<file path="config.mk">
export PLATFORM = sky130hd
export DESIGN_NAME = pcw_queue
export DESIGN_NICKNAME = d
export VERILOG_FILES = /design/src/pcw_queue.sv
export SDC_FILE = /design/constraint.sdc
export NUM_CORES = 1
export LEC_CHECK = 0
export CORE_ASPECT_RATIO = 0.7
export CORE_UTILIZATION = 43
export CTS_CLUSTER_DIAMETER = 150
export CTS_CLUSTER_SIZE = 25
export DETAILED_ROUTE_END_ITERATION = 16
export DONT_BUFFER_PORTS = 1
export PLACE_DENSITY = 0.59
export SYNTH_ARGS = -nofsm -noshare
export SYNTH_HDL_FRONTEND = slang
export SYNTH_SLANG_ARGS = --single-unit
</file>
<file path="constraint.sdc">
create_clock -name clk -period 2 [get_ports clk]
set_input_delay 0.2 -clock clk [delete_from_list [all_inputs] [get_ports clk]]
set_output_delay 0.2 -clock clk [all_outputs]
set_load 0.02 [all_outputs]
</file>
<file path="src/pcw_queue.sv">
// Four-entry transaction queue between the front and the back end.
// Depends on nothing but its width parameter.
`timescale 1ns / 1ps
`default_nettype none

module pcw_queue #(
    parameter int W = 34
) (
    input  wire logic         clk,
    input  wire logic         rst_n,
    input  wire logic         push,
    input  wire logic [W-1:0] push_data,
    output logic              full,
    input  wire logic         pop,
    output logic              not_empty,
    output logic [W-1:0]      pop_data
);

    localparam int DEPTH = 4;
    localparam int PTR_W = $clog2(DEPTH);

    logic [W-1:0] mem_reg [DEPTH];
    logic [PTR_W-1:0] wr_ptr_reg, wr_ptr_next;
    logic [PTR_W-1:0] rd_ptr_reg, rd_ptr_next;
    logic [PTR_W:0] count_reg, count_next;

    always_comb
    begin
        full = (count_reg == (PTR_W+1)'(DEPTH));
        not_empty = (count_reg != '0);
        pop_data = mem_reg[rd_ptr_reg];
        wr_ptr_next = push ? wr_ptr_reg + 1'b1 : wr_ptr_reg;
        rd_ptr_next = pop ? rd_ptr_reg + 1'b1 : rd_ptr_reg;
        count_next = count_reg;
        if (push && !pop)
        begin
            count_next = count_reg + 1'b1;
        end
        else if (pop && !push)
        begin
            count_next = count_reg - 1'b1;
        end
    end

    always_ff @(posedge clk or negedge rst_n)
    begin
        if (!rst_n)
        begin
            wr_ptr_reg <= '0;
            rd_ptr_reg <= '0;
            count_reg <= '0;
        end
        else
        begin
            wr_ptr_reg <= wr_ptr_next;
            rd_ptr_reg <= rd_ptr_next;
            count_reg <= count_next;
        end
    end

    always_ff @(posedge clk)
    begin
        if (push)
        begin
            mem_reg[wr_ptr_reg] <= push_data;
        end
    end

endmodule

`default_nettype wire

</file>
==> impl_metrics.ini <==
[outcome]
status = completed

[floorplanning]
ios = 74
fp.dieArea_um2 = 12900
core_um2 = 11900
initial_core_util_pct = 44.9
rows = 33
dieWidth_um = 135
die_y_um = 95.4

[global_route]
grt_max_degree = 24
antenna_found_initial = 0
grt_pass1_vias = 2422
grt_pass1_wl_um = 13600
grt.overflow.total = 0
track_usage_pct = 15.3

[synthesis]
synth-compound-area-share_pct = 0.0935
yosysTopAreaCell = edfxtp_1
synth_top_family_by_area = multiplexers
syn_inst = 212
syn-cell-area_um2 = 5360
synth-seq-cells = 143
synth.area.mux_share_pct = 14.9
synth_area_per_cell_um2 = 25.3
synth_warnings = 0
seq_area_frac_synth_pct = 79.5
synth_nets = 256
synth-xor-area-share_pct = 0.981
synth_area_leaders = edfxtp_1 (76%), mux4_2 (12%), dfrtp_1 (3.3%)
synth.distinct_cells = 19
synth_fa_ha_area_share_pct = 1.54
synth.top_cell.area_share_pct = 76.3
yosys.area_share.simple_pct = 0.935

[sta]
rsz0062_at_grt = false
fin_crit_sh_pct = 95.2
finalHoldViolations = 0
tightest_slew_ps = 673
max_slew_margin_pct = 55.0
final.setup.tns_ps = 0
period_needed_ps = 1900
setup_ws_ps = 96.6
drv_slew = 0
skew_ps = 5.55
setup_viol = 0
fmax_mhz = 525

[cts]
insertion_delay_ps = 400
numCtsBuffers = 17
cts_buffer_depth = 2
htreeDepth = 4
cts_root_buf = clkbuf_16
cts_tree = built
cts.sinks = 143
clkTransAtPathRegs_ps = 60

[worst_setup_path]
path_buf_inv = 1
crit_chain = buf_12 > mux4_2
rr_worst_depth = 4
cp-end-kind = output port
arrival_ps = 1700
slowest_delay_ps = 610
worst_ep_required_time_ps = 1800
critPathTopFamily = multiplexers
crit_path_max_fanout = 16
crit_type = reg -> out
critPathLaunchType = flop
cpMaxStageDelayCell = mux4_2
cp_num_cells = 2

[placed_design]
dp_hpwl_um = 5590
dp_slack_ps = 435
place_congestion = 0.626
port_buffers = 0

[routing]
ant_nets = 0
wl_met1_um = 4000
routedWlPerCell_um = 20.2
drc_errors = 0
routed-wl-met3_um = 624
vias = 2261
first_pass_iters = 6
drt-total-wl_um = 8970
avgViaCountPerCell = 5.09
top_layer_used = met4
route.met2.wl_um = 4250
drt_iter0_drc = 106

[worst_hold_path]
worst_hold_path.num_cells = 2
hp-class = in -> reg

[pwr]
vdd_drop_max_v = 0.000713
cellLeakagePower_nw = 2.19
power.density_nw_per_um2 = 1530

[cells_and_area]
drive_gt1_share_pct = 28.9
areaGrowthSynthToFinish_pct = 22.5
antenna_cells = 0
largest_reg_flops = 136
finish.net_count = 318
nFillCells = 923

[flow_run]
cap_viol_max_count = 0
## worst paths after layout
kind / end / slack, ps / start
setup / recovery: pop_data[6] / 100 / rd_ptr_reg[0]
hold / removal: count_reg[0] / 80 / push
setup reg to reg: mem_reg[0][7] / 540 / wr_ptr_reg[0]
hold reg to reg: count_reg[2] / 480 / count_reg[2]
max in group asynchronous: rd_ptr_reg[0] / 1590 / rst_n
min in group asynchronous: count_reg[2] / 130 / rst_n
## metrics by stage
step | hold WS (ps) | total power [W] | util [%] | instances | instance area [µm²]
after floorplan | -95.6 | 0.00634 | - | 212 | 5360
after global placement | -95.4 | 0.00680 | 46.8 | 375 | 5590
after detailed placement | -95.3 | 0.00684 | 46.8 | 375 | 5590
after CTS | 69.0 | 0.0102 | 55.0 | 444 | 6560
after global routing | 80.0 | 0.0105 | 55.0 | 444 | 6560
final | 79.6 | 0.0101 | 55.0 | 444 | 6560
## synth_stat cells
cell	n
or3_1	1
nor2_1	1
buf_6	1
ha_1	5
fa_1	1
and2_1	4
xor2_1	4
o21ai_0	1
nor3b_1	1
buf_12	3
dfrtp_1	7
mux4_1	6
inv_1	4
mux2_2	1
mux4_2	28
nand2_1	2
xnor2_1	2
buf_2	4
edfxtp_1	136
## per-layer routing
metal	GRT usage (%)	up-vias
met5	0	-
met4	7.02	0
met3	6.27	10
met2	24.0	70
met1	18.8	1164
li1	-	1017
## timing repair
| item | 4_1_cts | 5_1_grt |
|---|---|---|
| endpoints found under the hold margin | 147 | 0 |
| buffers inserted | 0 | 0 |
| hold buffers | 37 | 0 |
| setup endpoints to repair | 2 | 6 |
| resized for setup | 3 | 2 |
| cloned | 0 | 0 |
## cell usage in the layout (no fill, tap or decap), drive strengths merged
| cell type | instances |
|---|---|
| edfxtp | 136 |
| dlygate4sd3 | 37 |
| mux4 | 34 |
| clkbuf | 17 |
| buf | 14 |
| dfrtp | 7 |
| inv | 6 |
| clkinv | 6 |
| ha | 5 |
| and2 | 4 |
| xor2 | 4 |
| bufinv | 4 |
| clkinvlp | 3 |
| xnor2 | 2 |
| nand2 | 2 |
| or3 | 1 |
| nor3b | 1 |
| mux2 | 1 |
| o21ai | 1 |
| nor2 | 1 |
| fa | 1 |
## logic make-up (layout without fill, tap and decap cells)
group / after synthesis / in the layout
flip-flops: 143 / 143
multiplexers: 35 / 35
AND/OR/NAND/NOR: 9 / 9
adder cells (fa/ha/maj): 6 / 6
XOR/XNOR: 6 / 6
buffers and inverters: 12 / 87
AO/OA/AOI/OAI: 1 / 1
## worst reg2reg max path: stages, from the launching register on
cell and delay (ps):
dfrtp_1 420, inv_1 100, ha_1 130, and2_2 130, buf_4 330
## area by class of cell
class | instances | area (µm²) | area share [%]
timing repair buffer | 51 | 492 | 7.49
sequential | 143 | 4260 | 65.0
clock buffer | 17 | 425 | 6.48
multi-input combinational | 57 | 980 | 14.9
inverter | 4 | 15.0 | 0.229
tap | 157 | 196 | 2.99
clock inverter | 15 | 191 | 2.92
## power breakdown
group	switching, W	internal (W)	total (W)
sequential	0.000187	0.00393	0.00412
combinational	0.00164	0.00105	0.00270
clock	0.00116	0.00208	0.00324
total	0.00299	0.00706	0.0101
(Power assumes the default switching activity.)
