<file path="src/pcw_pkg.sv">
// Package for the windowed Pearson correlation core.
// Holds the back-end state type, configuration register indexes and queue flags.
// No dependencies.
`timescale 1ns / 1ps
`default_nettype none

package pcw_pkg;

    localparam int CFG_INDEX_W = 2;
    localparam int WINDOW_W = 20;

    localparam logic [CFG_INDEX_W-1:0] CFG_WINDOW_START = 2'd0;
    localparam logic [CFG_INDEX_W-1:0] CFG_WINDOW_END = 2'd1;
    localparam logic [CFG_INDEX_W-1:0] CFG_WINDOW_END_EN = 2'd2;

    localparam logic [WINDOW_W-1:0] WINDOW_END_RESET = 20'hFFFFF;

    localparam int COEF_W = 16;
    localparam int SEARCH_SHIFT = 32;
    localparam logic [COEF_W-1:0] COEF_ONE = 16'h8000;
    localparam logic [COEF_W-1:0] COEF_MAX = 16'h7FFF;

    typedef struct packed {
        logic in_window;
        logic last;
    } pcw_flags_t;

    typedef enum logic [3:0] {
        ST_ACC,
        ST_M1,
        ST_M2,
        ST_M3,
        ST_M4,
        ST_M5,
        ST_M6,
        ST_CHECK,
        ST_PROD,
        ST_RHS,
        ST_SQ,
        ST_SRCH,
        ST_DONE
    } pcw_state_t;

endpackage

`default_nettype wire

</file>
<file path="src/pcw_front.sv">
// Front end: configuration registers, pair numbering and window classification.
// Depends on pcw_pkg.
`timescale 1ns / 1ps
`default_nettype none

module pcw_front
    import pcw_pkg::*;
#(
    parameter int MAX_LEN = 1048576,
    parameter int CNT_W = 21
) (
    input  wire logic                   clk,
    input  wire logic                   rst_n,
    input  wire logic                   cfg_we,
    input  wire logic [CFG_INDEX_W-1:0] cfg_index,
    input  wire logic [WINDOW_W-1:0]    cfg_data,
    input  wire logic                   in_valid,
    input  wire logic                   last,
    input  wire logic                   q_full,
    output logic                        in_ready,
    output logic                        push,
    output pcw_flags_t                  flags
);

    localparam int CMP_W = (CNT_W > WINDOW_W) ? CNT_W : WINDOW_W;

    logic [WINDOW_W-1:0] start_reg;
    logic [WINDOW_W-1:0] end_reg;
    logic end_en_reg;
    logic [CNT_W-1:0] idx_reg, idx_next;
    logic [CMP_W-1:0] idx_cmp;

    always_comb
    begin
        in_ready = !q_full;
        push = in_valid && !q_full;
        idx_cmp = CMP_W'(idx_reg);
        flags.last = last;
        flags.in_window = (idx_reg < CNT_W'(MAX_LEN)) && (idx_cmp >= CMP_W'(start_reg))
            && (!end_en_reg || (idx_cmp <= CMP_W'(end_reg)));
        idx_next = idx_reg;
        if (push)
        begin
            if (last)
            begin
                idx_next = '0;
            end
            else if (idx_reg < CNT_W'(MAX_LEN))
            begin
                idx_next = idx_reg + 1'b1;
            end
        end
    end

    always_ff @(posedge clk or negedge rst_n)
    begin
        if (!rst_n)
        begin
            start_reg <= '0;
            end_reg <= WINDOW_END_RESET;
            end_en_reg <= 1'b0;
            idx_reg <= '0;
        end
        else
        begin
            idx_reg <= idx_next;
            if (cfg_we)
            begin
                case (cfg_index)
                    CFG_WINDOW_START: start_reg <= cfg_data;
                    CFG_WINDOW_END: end_reg <= cfg_data;
                    CFG_WINDOW_END_EN: end_en_reg <= cfg_data[0];
                    default: ;
                endcase
            end
        end
    end

endmodule

`default_nettype wire

</file>
<file path="config.mk">
export PLATFORM = sky130hd
export DESIGN_NAME = pcw_front
export DESIGN_NICKNAME = d
export VERILOG_FILES = /design/src/pcw_pkg.sv /design/src/pcw_front.sv
export SDC_FILE = /design/constraint.sdc
export NUM_CORES = 1
export LEC_CHECK = 0
export ABC_AREA = 1
export CAP_MARGIN = 20
export CORE_ASPECT_RATIO = 1.4
export CORE_MARGIN = 1
export CORE_UTILIZATION = 65
export CTS_CLUSTER_DIAMETER = 60
export CTS_CLUSTER_SIZE = 25
export DETAILED_ROUTE_END_ITERATION = 7
export DONT_BUFFER_PORTS = 1
export PLACE_DENSITY = 0.89
export SETUP_SLACK_MARGIN = 0.5
export SLEW_MARGIN = 40
export SYNTH_ARGS = -nofsm -noshare
export SYNTH_HDL_FRONTEND = slang
export SYNTH_SLANG_ARGS = --single-unit
</file>
<file path="constraint.sdc">
create_clock -name clk -period 5.1 [get_ports clk]
set_clock_uncertainty 0.2 [all_clocks]
set_input_delay 0.765 -clock clk [delete_from_list [all_inputs] [get_ports clk]]
set_output_delay 0.765 -clock clk [all_outputs]
set_load 0.05 [all_outputs]
</file>
==> metrics.yaml <==
sta:
  period_needed_ns: 3.45
  post-route-period-util_pct: 67.6
  setup_viol: 0
  drv_slew: 0
  maxSlewHeadroom_pct: 56.1
  grt_setup_unrepaired: "false"
  tns_ns: 0
  tightest_slew_ns: 0.656
  clock.fmax_mhz: 290
  hold_viol: 0
cts:
  cts_buffers: 9
  root_buffer: "clkbuf_8"
  htreeDepth: 3
  cts.repair.resized: 0
  clock_path_buffers: 2
  insertion_delay_ns: 0.36
  cts_sinks: 62
  cts_tree: "yes"
  clkTransAtPathRegs_ns: 0.07
synth:
  ys_ff_latch: 62
  synth_warnings: 0
  ys_seq_area_share_pct: 39.3
  syn-num-nets: 614
  synth_edf_count: 0
  synth.distinct_cells: 34
  async_flop_share_pct: 100
  synth_ff_type: "dfrtp_1"
  syn-cell-area_mm2: 0.00401
  netlist_instances: 545
  avgSynthCellArea_um2: 7.36
floorplanning:
  dieHeight_um: 95.0
  dieArea_mm2: 0.00650
  core_area_mm2: 0.00590
  ios: 32
  die_w_um: 68.4
  rows: 33
  start_util_pct: 68.0
power:
  leakage_nw: 2.35
  p_seq_share_pct: 46.4
  power_density_mw_per_mm2: 303
  ir_drop_mv: 0.255
  p_int_w: 0.000918
  p_comb_share_pct: 18.1
  clock_power_share_pct: 35.5
  power_switching_w: 0.000384
  swShare_pct: 29.5
  finalPower_w: 0.00130
worst_setup_path:
  worstSetupEndpointType: "output port"
  start_kind: "register"
  required_ns: 4.14
  crit_fanout: 2
  crit_type: "reg2out"
  reg2reg_from: "idx_cmp[1]"
  reg2reg_depth: 8
  cp_data_arrival_time_ns: 2.48
  reg2reg_slack_ns: 3.30
  r2r_end: "idx_cmp[10]"
place:
  dp_hpwl_um: 6140
  dpl_cell_area_mm2: 0.00406
  gp_congestion: 0.902
  portBuffers: 0
finish:
  final_util_pct: 72.8
  areaGrowthSynthToFinish_pct: 7.14
  n_antenna_cell: 0
  drive_gt1_share_pct: 11.1
  fill_cells: 437
  stdcell_area_mm2: 0.00430
  layout.nets: 615
  largest_register_ffs: 21
detailed_routing:
  drt-pass1-iter-count: 5
  viasPerCell: 5.41
  wire_per_inst_um: 13.9
  via_count: 3360
  routed_wl_um: 8620
  ant_nets: 0
  drcViolationCount: 0
  drt-initial-drc-count: 231
global_routing:
  grt_max_degree: 43
  grt_pass1_wl_um: 14200
  overflow: 0
  grt_pass1_vias: 3190
  grtUsageTotal_pct: 30.2
  antenna_found_initial: 0
run:
  cap_violations: 0
hold_path:
  min_path_type: "in2async"
status:
  status: "finished clean"
-- cell type report --
type	instances	area [um^2]	share of cell area, %
clock buffers	13	169	3.93
clock inverters	3	42.5	0.989
inverters	105	397	9.22
multi-input cells	367	2000	46.5
flip-flops and latches	62	1580	36.7
well taps	70	87.6	2.04
repair buffers	1	27.5	0.640
-- cells in the mapped netlist (2+ instances only) --
| cell | count | area share, % |
|---|---|---|
| nand2_1 | 151 | 14 |
| inv_1 | 100 | 9.4 |
| nor2_1 | 58 | 5.4 |
| o21ai_0 | 50 | 6.2 |
| dfrtp_1 | 42 | 26 |
| ha_1 | 41 | 13 |
| dfstp_2 | 20 | 13 |
| nand3_1 | 17 | 2.1 |
| a21oi_1 | 13 | 1.6 |
| clkbuf_1 | 8 | 0.75 |
| nor3_1 | 7 | 0.87 |
| inv_2 | 4 | 0.37 |
| nor2_4 | 4 | 1.1 |
| nand2_2 | 3 | 0.47 |
| nand4_1 | 3 | 0.47 |
| nor2_2 | 3 | 0.47 |
| a21o_1 | 2 | 0.37 |
| buf_2 | 2 | 0.25 |
| nand2_4 | 2 | 0.56 |
-- cells in the final DEF (no fill, tap or decap), types with 12 or more instances in the layout --
cell	synthesis	layout
a21oi_1	13	13
clkbuf_8	0	12
dfrtp_1	42	42
dfstp_2	20	20
ha_1	41	41
inv_1	100	100
nand2_1	151	149
nand3_1	17	17
nor2_1	58	57
o21ai_0	50	50
-- power by group through the flow --
stage / clock network [W] / logic, W / registers (W)
final: 0.000463 / 0.000235 / 0.000604
after global routing: 0.000484 / 0.000275 / 0.000611
after CTS: 0.000467 / 0.000236 / 0.000604
after detailed placement: 0 / 0.000220 / 0.000613
after global placement: 0 / 0.000207 / 0.000609
after floorplan: 0 / 0.000178 / 0.000600
-- critical path, cell delays in order (launching register included) --
cell and delay [ns]:
dfstp_2 0.53, inv_1 0.04, ha_1 0.30, nand2_1 0.07, nor2_1 0.16, nand2_1 0.09
nor2_2 0.15, nand3_1 0.09, and2_1 0.14, nand2_1 0.06, inv_1 0.04, nor2_2 0.43
-- worst max path at each step --
stage / from / endpoint / slack [ns] / cells after the start
floorplan: end_reg[12] / flags[1] / 2.04 / 11
global placement: end_reg[12] / flags[1] / 1.90 / 11
detailed placement: end_reg[12] / flags[1] / 1.86 / 11
CTS: end_reg[12] / flags[1] / 1.43 / 11
global route: end_reg[12] / flags[1] / 1.52 / 11
finish: end_reg[12] / flags[1] / 1.65 / 11
-- timing repair --
item,in CTS,in global routing
setup buffers,0,0
hold endpoints to repair,42,0
endpoints found under the setup margin,0,0
hold buffers,1,0
-- per-stage QoR --
stage	cells	worst slack, ns	hold WS [ns]
after floorplan	545	2.04	0.246
after global placement	604	1.90	0.268
after detailed placement	604	1.86	0.271
after CTS	621	1.43	0.0351
after global routing	621	1.52	0.0226
final	621	1.65	0.0411
-- cell families (layout without fill, tap and decap cells) --
kind of cell	count (synthesis)	after routing	synth area share (%)
DFF	62	62	39.3
xor gates and xnor gates	2	2	0.436
AOI/OAI and AO/OA	70	70	9.35
adders and majority gates	41	41	12.8
buffers and inverters	116	122	11.1
and+or+nand+nor	254	254	27.1
-- metal layers --
metal  vias up  global-route usage [%]  routed length [um]
met3        29                    6.52                 354
met5         -                       0                   0
met1      1551                    35.2                3560
li1       1684                       -                   -
met4         0                    16.1                 363
met2        96                    50.4                4350
No activity file was read; power rests on OpenSTA's default activity.
